==> config.mk <==
export PLATFORM = sky130hd
export DESIGN_NAME = prime_generator_trial_division_top
export DESIGN_NICKNAME = d
export VERILOG_FILES = /design/src/ptd_pkg.sv /design/src/ptd_ram.sv /design/src/ptd_divider.sv /design/src/prime_generator_trial_division_top.sv
export SDC_FILE = /design/constraint.sdc
export NUM_CORES = 1
export LEC_CHECK = 0
export ABC_AREA = 0
export BUFFER_PORTS_ARGS = -buffer_cell sky130_fd_sc_hd__buf_2
export CORE_MARGIN = 2
export CORE_UTILIZATION = 50
export DETAILED_ROUTE_END_ITERATION = 8
export PLACE_DENSITY_LB_ADDON = 0.2
export SYNTH_ARGS = -nofsm -noshare
export SYNTH_HDL_FRONTEND = slang
export SYNTH_SLANG_ARGS = --single-unit
==> constraint.sdc <==
create_clock -name clk -period 3.2 [get_ports clk]
set_input_delay 0.64 -clock clk [delete_from_list [all_inputs] [get_ports clk]]
set_output_delay 0.64 -clock clk [all_outputs]
set_load 0.03 [all_outputs]
==> src/ptd_pkg.sv <==
`timescale 1ns / 1ps
// ----------------------------------------------------------------------------
// Prime generator shared definitions
// Widths, limits and the divider status type used across the design.
// ----------------------------------------------------------------------------
package ptd_pkg;

	localparam int MAX_LIMIT     = 65536;
	localparam int DIVISOR_DEPTH = 64;

	localparam int LIMIT_W = 17;
	localparam int PRIME_W = 16;
	localparam int CAND_W  = $clog2(MAX_LIMIT + 2);
	localparam int IDX_W   = $clog2(DIVISOR_DEPTH);
	localparam int CNT_W   = $clog2(DIVISOR_DEPTH) + 1;
	localparam int STEP_W  = $clog2(CAND_W + 1);

	localparam int FIRST_PRIME  = 2;
	localparam int SECOND_PRIME = 3;
	localparam int FIRST_CAND   = 5;
	localparam int CAND_STEP    = 2;
	localparam int LIMIT_RESET  = 1000;

	typedef struct packed {
		logic done;
		logic rem_zero;
		logic quot_below;
	} div_status_t;

endpackage

==> src/ptd_ram.sv <==
`timescale 1ns / 1ps
// ----------------------------------------------------------------------------
// Generic single-port-write RAM
// One write port and one read port with registered read data.
// ----------------------------------------------------------------------------
module ptd_ram #(
	parameter int WIDTH = 16,
	parameter int DEPTH = 64
) (
	input  logic                     clk,
	input  logic                     we,
	input  logic [$clog2(DEPTH)-1:0] waddr,
	input  logic [WIDTH-1:0]         wdata,
	input  logic                     re,
	input  logic [$clog2(DEPTH)-1:0] raddr,
	output logic [WIDTH-1:0]         rdata
);

	logic [WIDTH-1:0] mem_q [DEPTH];
	logic [WIDTH-1:0] rdata_q;

	always_ff @(posedge clk) begin
		if (we) begin
			mem_q[waddr] <= wdata;
		end
		if (re) begin
			rdata_q <= mem_q[raddr];
		end
	end

	assign rdata = rdata_q;

endmodule

==> src/ptd_divider.sv <==
`timescale 1ns / 1ps
// ----------------------------------------------------------------------------
// Bit-serial restoring divider
// Produces one quotient bit per cycle; reports a zero remainder and whether
// the quotient is below the divisor, which means divisor squared exceeds
// the dividend.
// ----------------------------------------------------------------------------
module ptd_divider (
	input  logic                        clk,
	input  logic                        arst_n,
	input  logic                        start,
	input  logic [ptd_pkg::CAND_W-1:0]  dividend,
	input  logic [ptd_pkg::PRIME_W-1:0] divisor,
	output ptd_pkg::div_status_t        status
);
	import ptd_pkg::*;

	logic [PRIME_W-1:0] divisor_q;
	logic [PRIME_W-1:0] rem_q;
	logic [CAND_W-1:0]  quot_q;
	logic [STEP_W-1:0]  step_q;
	logic               busy_q;
	logic               done_q;

	logic [PRIME_W:0]   partial;
	logic [PRIME_W:0]   diff;
	logic               fits;

	assign partial = {rem_q, quot_q[CAND_W-1]};
	assign diff    = partial - {1'b0, divisor_q};
	assign fits    = partial >= {1'b0, divisor_q};

	always_ff @(posedge clk or negedge arst_n) begin
		if (!arst_n) begin
			busy_q <= 1'b0;
			done_q <= 1'b0;
			step_q <= '0;
		end else begin
			done_q <= 1'b0;
			if (start) begin
				busy_q <= 1'b1;
				step_q <= STEP_W'(CAND_W);
			end else if (busy_q) begin
				step_q <= step_q - 1'b1;
				if (step_q == STEP_W'(1)) begin
					busy_q <= 1'b0;
					done_q <= 1'b1;
				end
			end
		end
	end

	always_ff @(posedge clk) begin
		if (start) begin
			divisor_q <= divisor;
			rem_q     <= '0;
			quot_q    <= dividend;
		end else if (busy_q) begin
			rem_q  <= fits ? diff[PRIME_W-1:0] : partial[PRIME_W-1:0];
			quot_q <= {quot_q[CAND_W-2:0], fits};
		end
	end

	always_comb begin
		status.done       = done_q;
		status.rem_zero   = (rem_q == '0);
		status.quot_below = (quot_q < CAND_W'(divisor_q));
	end

endmodule

==> src/prime_generator_trial_division_top.sv <==
`timescale 1ns / 1ps
// Two and three are answered directly from the request; a search steps through odd candidates,
// reading each stored prime from the registered prime table and testing it with the
// bit-serial divider.
// Throughput: one request at a time; the next is taken once a result is out.
// Reset: limit 1000, sequence restarts at two, prime table count zero.
// ----------------------------------------------------------------------------
// Trial-division prime generator top level
// Returns the next prime for every request: two and three first, then primes below the configured
// limit, or a not-found result once they run out.
module prime_generator_trial_division_top (
	input  logic                        clk,
	input  logic                        arst_n,
	input  logic                        upper_limit_we,
	input  logic [ptd_pkg::LIMIT_W-1:0] upper_limit_wdata,
	input  logic                        req_valid,
	output logic                        req_stall,
	input  logic                        restart,
	output logic                        rsp_valid,
	input  logic                        rsp_stall,
	output logic [ptd_pkg::PRIME_W-1:0] prime_value,
	output logic                        found
);
	import ptd_pkg::*;

	localparam logic [2:0] ST_IDLE   = 3'd0;
	localparam logic [2:0] ST_CAND   = 3'd1;
	localparam logic [2:0] ST_NEXT   = 3'd2;
	localparam logic [2:0] ST_RDWAIT = 3'd3;
	localparam logic [2:0] ST_DIV    = 3'd4;
	localparam logic [2:0] ST_PASS   = 3'd5;
	localparam logic [2:0] ST_EMIT   = 3'd6;

	localparam logic [1:0] PH_TWO    = 2'd0;
	localparam logic [1:0] PH_THREE  = 2'd1;
	localparam logic [1:0] PH_SEARCH = 2'd2;

	logic [2:0]         state_q;
	logic [1:0]         lead_phase_q;
	logic [LIMIT_W-1:0] upper_limit_q;
	logic [CAND_W-1:0]  candidate_q;
	logic [CAND_W-1:0]  n_q;
	logic [CNT_W-1:0]   stored_count_q;
	logic [CNT_W-1:0]   idx_q;
	logic [PRIME_W-1:0] res_value_q;
	logic               res_found_q;
	logic               rsp_valid_q;
	logic [PRIME_W-1:0] prime_value_q;
	logic               found_q;

	logic [LIMIT_W-1:0] limit_eff;
	logic               req_accept;
	logic               out_free;
	logic               ram_we;
	logic [IDX_W-1:0]   ram_waddr;
	logic [PRIME_W-1:0] ram_wdata;
	logic               ram_re;
	logic [PRIME_W-1:0] ram_rdata;
	logic               div_start;
	div_status_t        div_status;
	logic               table_room;

	assign limit_eff  = (upper_limit_q > LIMIT_W'(MAX_LIMIT)) ? LIMIT_W'(MAX_LIMIT)
	                                                          : upper_limit_q;
	assign req_stall  = (state_q != ST_IDLE);
	assign req_accept = req_valid && !req_stall;
	assign out_free   = !rsp_valid_q || !rsp_stall;
	assign table_room = stored_count_q < CNT_W'(DIVISOR_DEPTH);

	always_comb begin
		ram_we    = 1'b0;
		ram_waddr = stored_count_q[IDX_W-1:0];
		ram_wdata = n_q[PRIME_W-1:0];
		if (req_accept && !restart && lead_phase_q == PH_THREE) begin
			ram_we    = table_room;
			ram_wdata = PRIME_W'(SECOND_PRIME);
		end else if (state_q == ST_PASS) begin
			ram_we = table_room;
		end
	end

	assign ram_re    = (state_q == ST_NEXT) && (idx_q != stored_count_q);
	assign div_start = (state_q == ST_RDWAIT) && (ram_rdata != '0);

	ptd_ram #(
		.WIDTH(PRIME_W),
		.DEPTH(DIVISOR_DEPTH)
	) u_prime_store (
		.clk  (clk),
		.we   (ram_we),
		.waddr(ram_waddr),
		.wdata(ram_wdata),
		.re   (ram_re),
		.raddr(idx_q[IDX_W-1:0]),
		.rdata(ram_rdata)
	);

	ptd_divider u_divider (
		.clk     (clk),
		.arst_n  (arst_n),
		.start   (div_start),
		.dividend(n_q),
		.divisor (ram_rdata),
		.status  (div_status)
	);

	always_ff @(posedge clk or negedge arst_n) begin
		if (!arst_n) begin
			state_q        <= ST_IDLE;
			lead_phase_q   <= PH_TWO;
			upper_limit_q  <= LIMIT_W'(LIMIT_RESET);
			candidate_q    <= CAND_W'(FIRST_CAND);
			stored_count_q <= '0;
			idx_q          <= '0;
			rsp_valid_q    <= 1'b0;
		end else begin
			if (upper_limit_we) begin
				upper_limit_q <= upper_limit_wdata;
			end
			if (state_q == ST_EMIT && out_free) begin
				rsp_valid_q <= 1'b1;
			end else if (rsp_valid_q && !rsp_stall) begin
				rsp_valid_q <= 1'b0;
			end
			case (state_q)
				ST_IDLE: begin
					if (req_accept) begin
						if (restart || lead_phase_q == PH_TWO) begin
							lead_phase_q   <= PH_THREE;
							candidate_q    <= CAND_W'(FIRST_CAND);
							stored_count_q <= restart ? '0 : stored_count_q;
							state_q        <= ST_EMIT;
						end else if (lead_phase_q == PH_THREE) begin
							lead_phase_q <= PH_SEARCH;
							if (table_room) begin
								stored_count_q <= stored_count_q + 1'b1;
							end
							state_q <= ST_EMIT;
						end else begin
							state_q <= ST_CAND;
						end
					end
				end
				ST_CAND: begin
					if (candidate_q < limit_eff) begin
						candidate_q <= candidate_q + CAND_W'(CAND_STEP);
						idx_q       <= '0;
						state_q     <= ST_NEXT;
					end else begin
						state_q <= ST_EMIT;
					end
				end
				ST_NEXT: begin
					state_q <= (idx_q == stored_count_q) ? ST_PASS : ST_RDWAIT;
				end
				ST_RDWAIT: begin
					state_q <= (ram_rdata == '0) ? ST_PASS : ST_DIV;
				end
				ST_DIV: begin
					if (div_status.done) begin
						if (div_status.quot_below) begin
							state_q <= ST_PASS;
						end else if (div_status.rem_zero) begin
							state_q <= ST_CAND;
						end else begin
							idx_q   <= idx_q + 1'b1;
							state_q <= ST_NEXT;
						end
					end
				end
				ST_PASS: begin
					if (table_room) begin
						stored_count_q <= stored_count_q + 1'b1;
					end
					state_q <= ST_EMIT;
				end
				ST_EMIT: begin
					if (out_free) begin
						state_q <= ST_IDLE;
					end
				end
				default: begin
					state_q <= ST_IDLE;
				end
			endcase
		end
	end

	always_ff @(posedge clk) begin
		case (state_q)
			ST_IDLE: begin
				if (req_accept) begin
					res_found_q <= 1'b1;
					if (restart || lead_phase_q == PH_TWO) begin
						res_value_q <= PRIME_W'(FIRST_PRIME);
					end else begin
						res_value_q <= PRIME_W'(SECOND_PRIME);
					end
				end
			end
			ST_CAND: begin
				n_q         <= candidate_q;
				res_value_q <= '0;
				res_found_q <= 1'b0;
			end
			ST_PASS: begin
				res_value_q <= n_q[PRIME_W-1:0];
				res_found_q <= 1'b1;
			end
			ST_EMIT: begin
				if (out_free) begin
					prime_value_q <= res_value_q;
					found_q       <= res_found_q;
				end
			end
			default: begin
			end
		endcase
	end

	assign rsp_valid   = rsp_valid_q;
	assign prime_value = prime_value_q;
	assign found       = found_q;

`ifndef SYNTHESIS
	assert property (@(posedge clk) disable iff (!arst_n)
		stored_count_q <= CNT_W'(DIVISOR_DEPTH))
		else $error("prime table count exceeds its depth");

	assert property (@(posedge clk) disable iff (!arst_n)
		candidate_q[0] == 1'b1)
		else $error("candidate is even");

	assert property (@(posedge clk) disable iff (!arst_n)
		rsp_valid && found |-> prime_value != '0)
		else $error("found result carries a zero value");

	assert property (@(posedge clk) disable iff (!arst_n)
		rsp_valid && !found |-> prime_value == '0)
		else $error("exhausted result carries a nonzero value");

	assert property (@(posedge clk) disable iff (!arst_n)
		div_start |-> n_q < candidate_q)
		else $error("divider started on a stale candidate");
`endif

endmodule
==> flow_metrics.tcl <==
set metrics [dict create \
    status "complete, but fails checks" \
    violations "setup timing" \
    period_share_pct 102.0 \
    cts_tree "done" \
    ys_warn_count 0 \
    fin_tns_setup_ns -0.1722 \
    path_class "reg2reg" \
    synth_edf_count 1124 \
    ir_drop_mv 0.4772 \
    area_growth_syn_to_layout_pct 15.25 \
    tightest_slew_ns 1.135 \
    n_fill_cell 6881 \
    skew_ns 0.03137 \
    gr-total-overflow 0 \
    worst_slack_ns -0.06385 \
    clk_pin_slew_ns 0.06 \
    reg2reg_to "candidate_q[7]$_DFFE_PN0P_" \
    reg2reg_from "upper_limit_q[11]$_DFFE_PN0P_" \
    grt_max_degree 65 \
    post-place-cells 3709 \
    power_w 0.03117 \
    p_leak_nw 13.55 \
    critPathMostFrequentCell "a21oi_2" \
    rsz0062_at_grt "true" \
    clock-sinks 1201 \
    pin_count 42 \
    critPathCaptureType "register" \
    dp_hpwl_um 68390 \
    vias 24157 \
    core_area_um2 95010 \
    cts_inserted_buffers 119 \
    cap_violations 0 \
    async_reset_ff_share_pct 5.079 \
    r2r_cells 13 \
    insertion_delay_ns 0.70 \
    avgSynthCellArea_um2 20.43 \
    slowest_stage "dfrtp_1" \
    rows 113 \
    placed_area_um2 50940 \
    antenna_found_initial 5 \
    drtAntennaViolNets 0 \
    worstHoldPathType "in2async" \
    h-tree-depth 3 \
    synth_nets 2420 \
    finalMaxSlewViolations 0 \
    dieWidth_um 313.4 \
    routabilityCongestion 0.8596 \
    synth_cells 2344 \
    initial_core_util_pct 50.39 \
    first_pass_iters 7 \
    start_kind "register" \
    worst_ep_arrival_time_ns 3.89 \
    drt_iter0_drc 2843 \
    num-nets-final 2647 \
    final_cells 3943 \
    seq_area_frac_synth_pct 74.38 \
    die_y_um 313.4 \
    dieArea_um2 98240 \
    via_per_inst 6.127 \
    grt.total_usage_pct 23.07 \
    powerDensity_nw_per_um2 564.9 \
    clk_path_buf_depth 3 \
    slew_headroom_pct 23.80 \
    ys_ff_latch 1201 \
    yosys.cell_types.count 66 \
    design_area_um2 55180 \
    drive_above_1_share_pct 30.42 \
    wl_per_cell_um 28.54 \
    worstPathMaxFanout 6 \
    min_period_ns 3.264 \
    required_ns 3.83 \
    finalWirelength_um 112500 \
    cpPeakStageDelay_ns 0.41 \
    grt_pass1_wl_um 164800 \
    cts_root_buf "clkbuf_16" \
    synth_ff_type "edfxtp_1" \
    pre_cts_slack_ns -0.3025 \
    synth.cell_area_um2 47880 \
    fmax_ghz 0.3064 \
    setup_viol 4 \
    hold_buffers 0 \
    io_buffers 41 \
    grt_pass1_vias 24265 \
    reg2reg_slack_ns -0.06 \
    worstPathCellList "nor4_4, a41o_2, nand2_2, ha_4, a21oi_2, nor2_1, a211oi_2, o21ai_2, a2111oi_4, nand4_1, buf_4, or3_4, a21oi_2" \
    timing_hold_violations_final 0 \
    drcViolationCount 0 \
]
worst max-delay path by stage:
stage	endpoint	start	cells past startpoint
floorplan	candidate_q[16]$_DFFE_PN0P_	upper_limit_q[0]$_DFFE_PN0P_	13
global placement	candidate_q[7]$_DFFE_PN0P_	upper_limit_q[0]$_DFFE_PN0P_	13
detailed placement	candidate_q[11]$_DFFE_PN0P_	upper_limit_q[0]$_DFFE_PN0P_	13
CTS	candidate_q[11]$_DFFE_PN0P_	upper_limit_q[14]$_DFFE_PN0P_	13
global route	candidate_q[5]$_DFFE_PN0P_	upper_limit_q[11]$_DFFE_PN0P_	14
finish	candidate_q[7]$_DFFE_PN0P_	upper_limit_q[11]$_DFFE_PN0P_	13
synthesized netlist by cell type (all sizes together) (26+ instances only):
| library cell | n | share of area [%] |
|---|---|---|
| nand2 | 126 | 0.99 |
| o21ai | 39 | 0.42 |
| ha | 52 | 1.4 |
| clkbuf | 77 | 0.60 |
| edfxtp | 1124 | 70 |
| buf | 34 | 0.33 |
| mux4 | 336 | 16 |
| and3 | 26 | 0.34 |
| nor2 | 122 | 0.96 |
| dfrtp | 53 | 2.8 |
| a21oi | 48 | 0.50 |
| inv | 29 | 0.23 |
state kept, by name, indices dropped and copies added (netlist names), 2 cells and up:
signal and flops:
stored_count_q 7, idx_q 7, u_prime_store.rdata 16, lead_phase_q 2, upper_limit_q 17, prime_value 16, n_q 17, u_divider.rem_q 16
u_divider.divisor_q 16, u_divider.step_q 5, u_divider.quot_q 17, res_value_q 16, state_q 3, u_prime_store.mem_q 1024, candidate_q 17
where the power goes:
| group | switching, W | internal, W | total [W] |
|---|---|---|---|
| combinational | 0.0000937 | 0.0000992 | 0.000193 |
| clock | 0.00585 | 0.00816 | 0.0140 |
| sequential | 0.0000236 | 0.0169 | 0.0170 |
| total | 0.00597 | 0.0252 | 0.0312 |
layer usage:
metal | GRT usage, % | vias to the layer above | share of wire (%)
met5 | 0 | - | 0
met4 | 5.926 | 0 | 2.0
met3 | 3.602 | 158 | 7.2
met2 | 36.31 | 943 | 48
met1 | 34.27 | 12906 | 43
li1 | - | 10150 | -
logic make-up after synthesis:
logic type / Yosys count / share of synthesized area (%)
DFF: 1201 / 74.38
muxes: 356 / 16.27
buffers and inverters: 141 / 1.166
and+or+nand+nor: 403 / 4.069
adders and majority gates: 53 / 1.401
xor gates and xnor gates: 29 / 0.5305
AOI/OAI and AO/OA: 161 / 2.190
cells in the final DEF (no fill, tap or decap), drive strengths merged, types with 15 or more instances in the layout:
cell type,count
o21ai,39
ha,52
a21oi,48
nand2,126
mux2,17
nand3,24
dfxtp,16
and3,26
clkinv,54
nor2,122
buf,217
and2,20
edfxtp,1124
xor2,16
dfrtp,53
inv,34
bufinv,15
clkbuf,150
mux4,336
worst max-delay path: cells and delay by family (launching register included):
family,cells,cell delay (ns)
compound gates,6,1.20
fa+ha+maj,1,0.23
buf+inv,1,0.23
flops,1,0.41
simple gates,5,1.13
repair_timing:
action	in CTS	in global routing
gates resized for setup	33	14
gates cloned	0	0
buffers inserted	5	1
endpoints found under the setup margin	18	22
pin swaps	27	11
through the flow:
step | hold slack [ns] | utilization (%)
after global routing | 0.06473 | 58.07
final | 0.03384 | 58.07
after detailed placement | 0.4072 | 53.62
after CTS | 0.02610 | 57.98
after floorplan | 0.3444 | -
after global placement | 0.4113 | 53.62
area by class of cell:
class	count	area, um^2	area share, %
Antenna cell	2	5.005	0.009070
Clock buffer	150	3146	5.701
Clock inverter	76	782.0	1.417
Inverter	30	112.6	0.2041
Multi-Input combinational cell	1002	11980	21.72
Sequential cell	1201	35620	64.56
Tap cell	1265	1583	2.869
Timing Repair Buffer	217	1942	3.519
(Power assumes the default switching activity.)
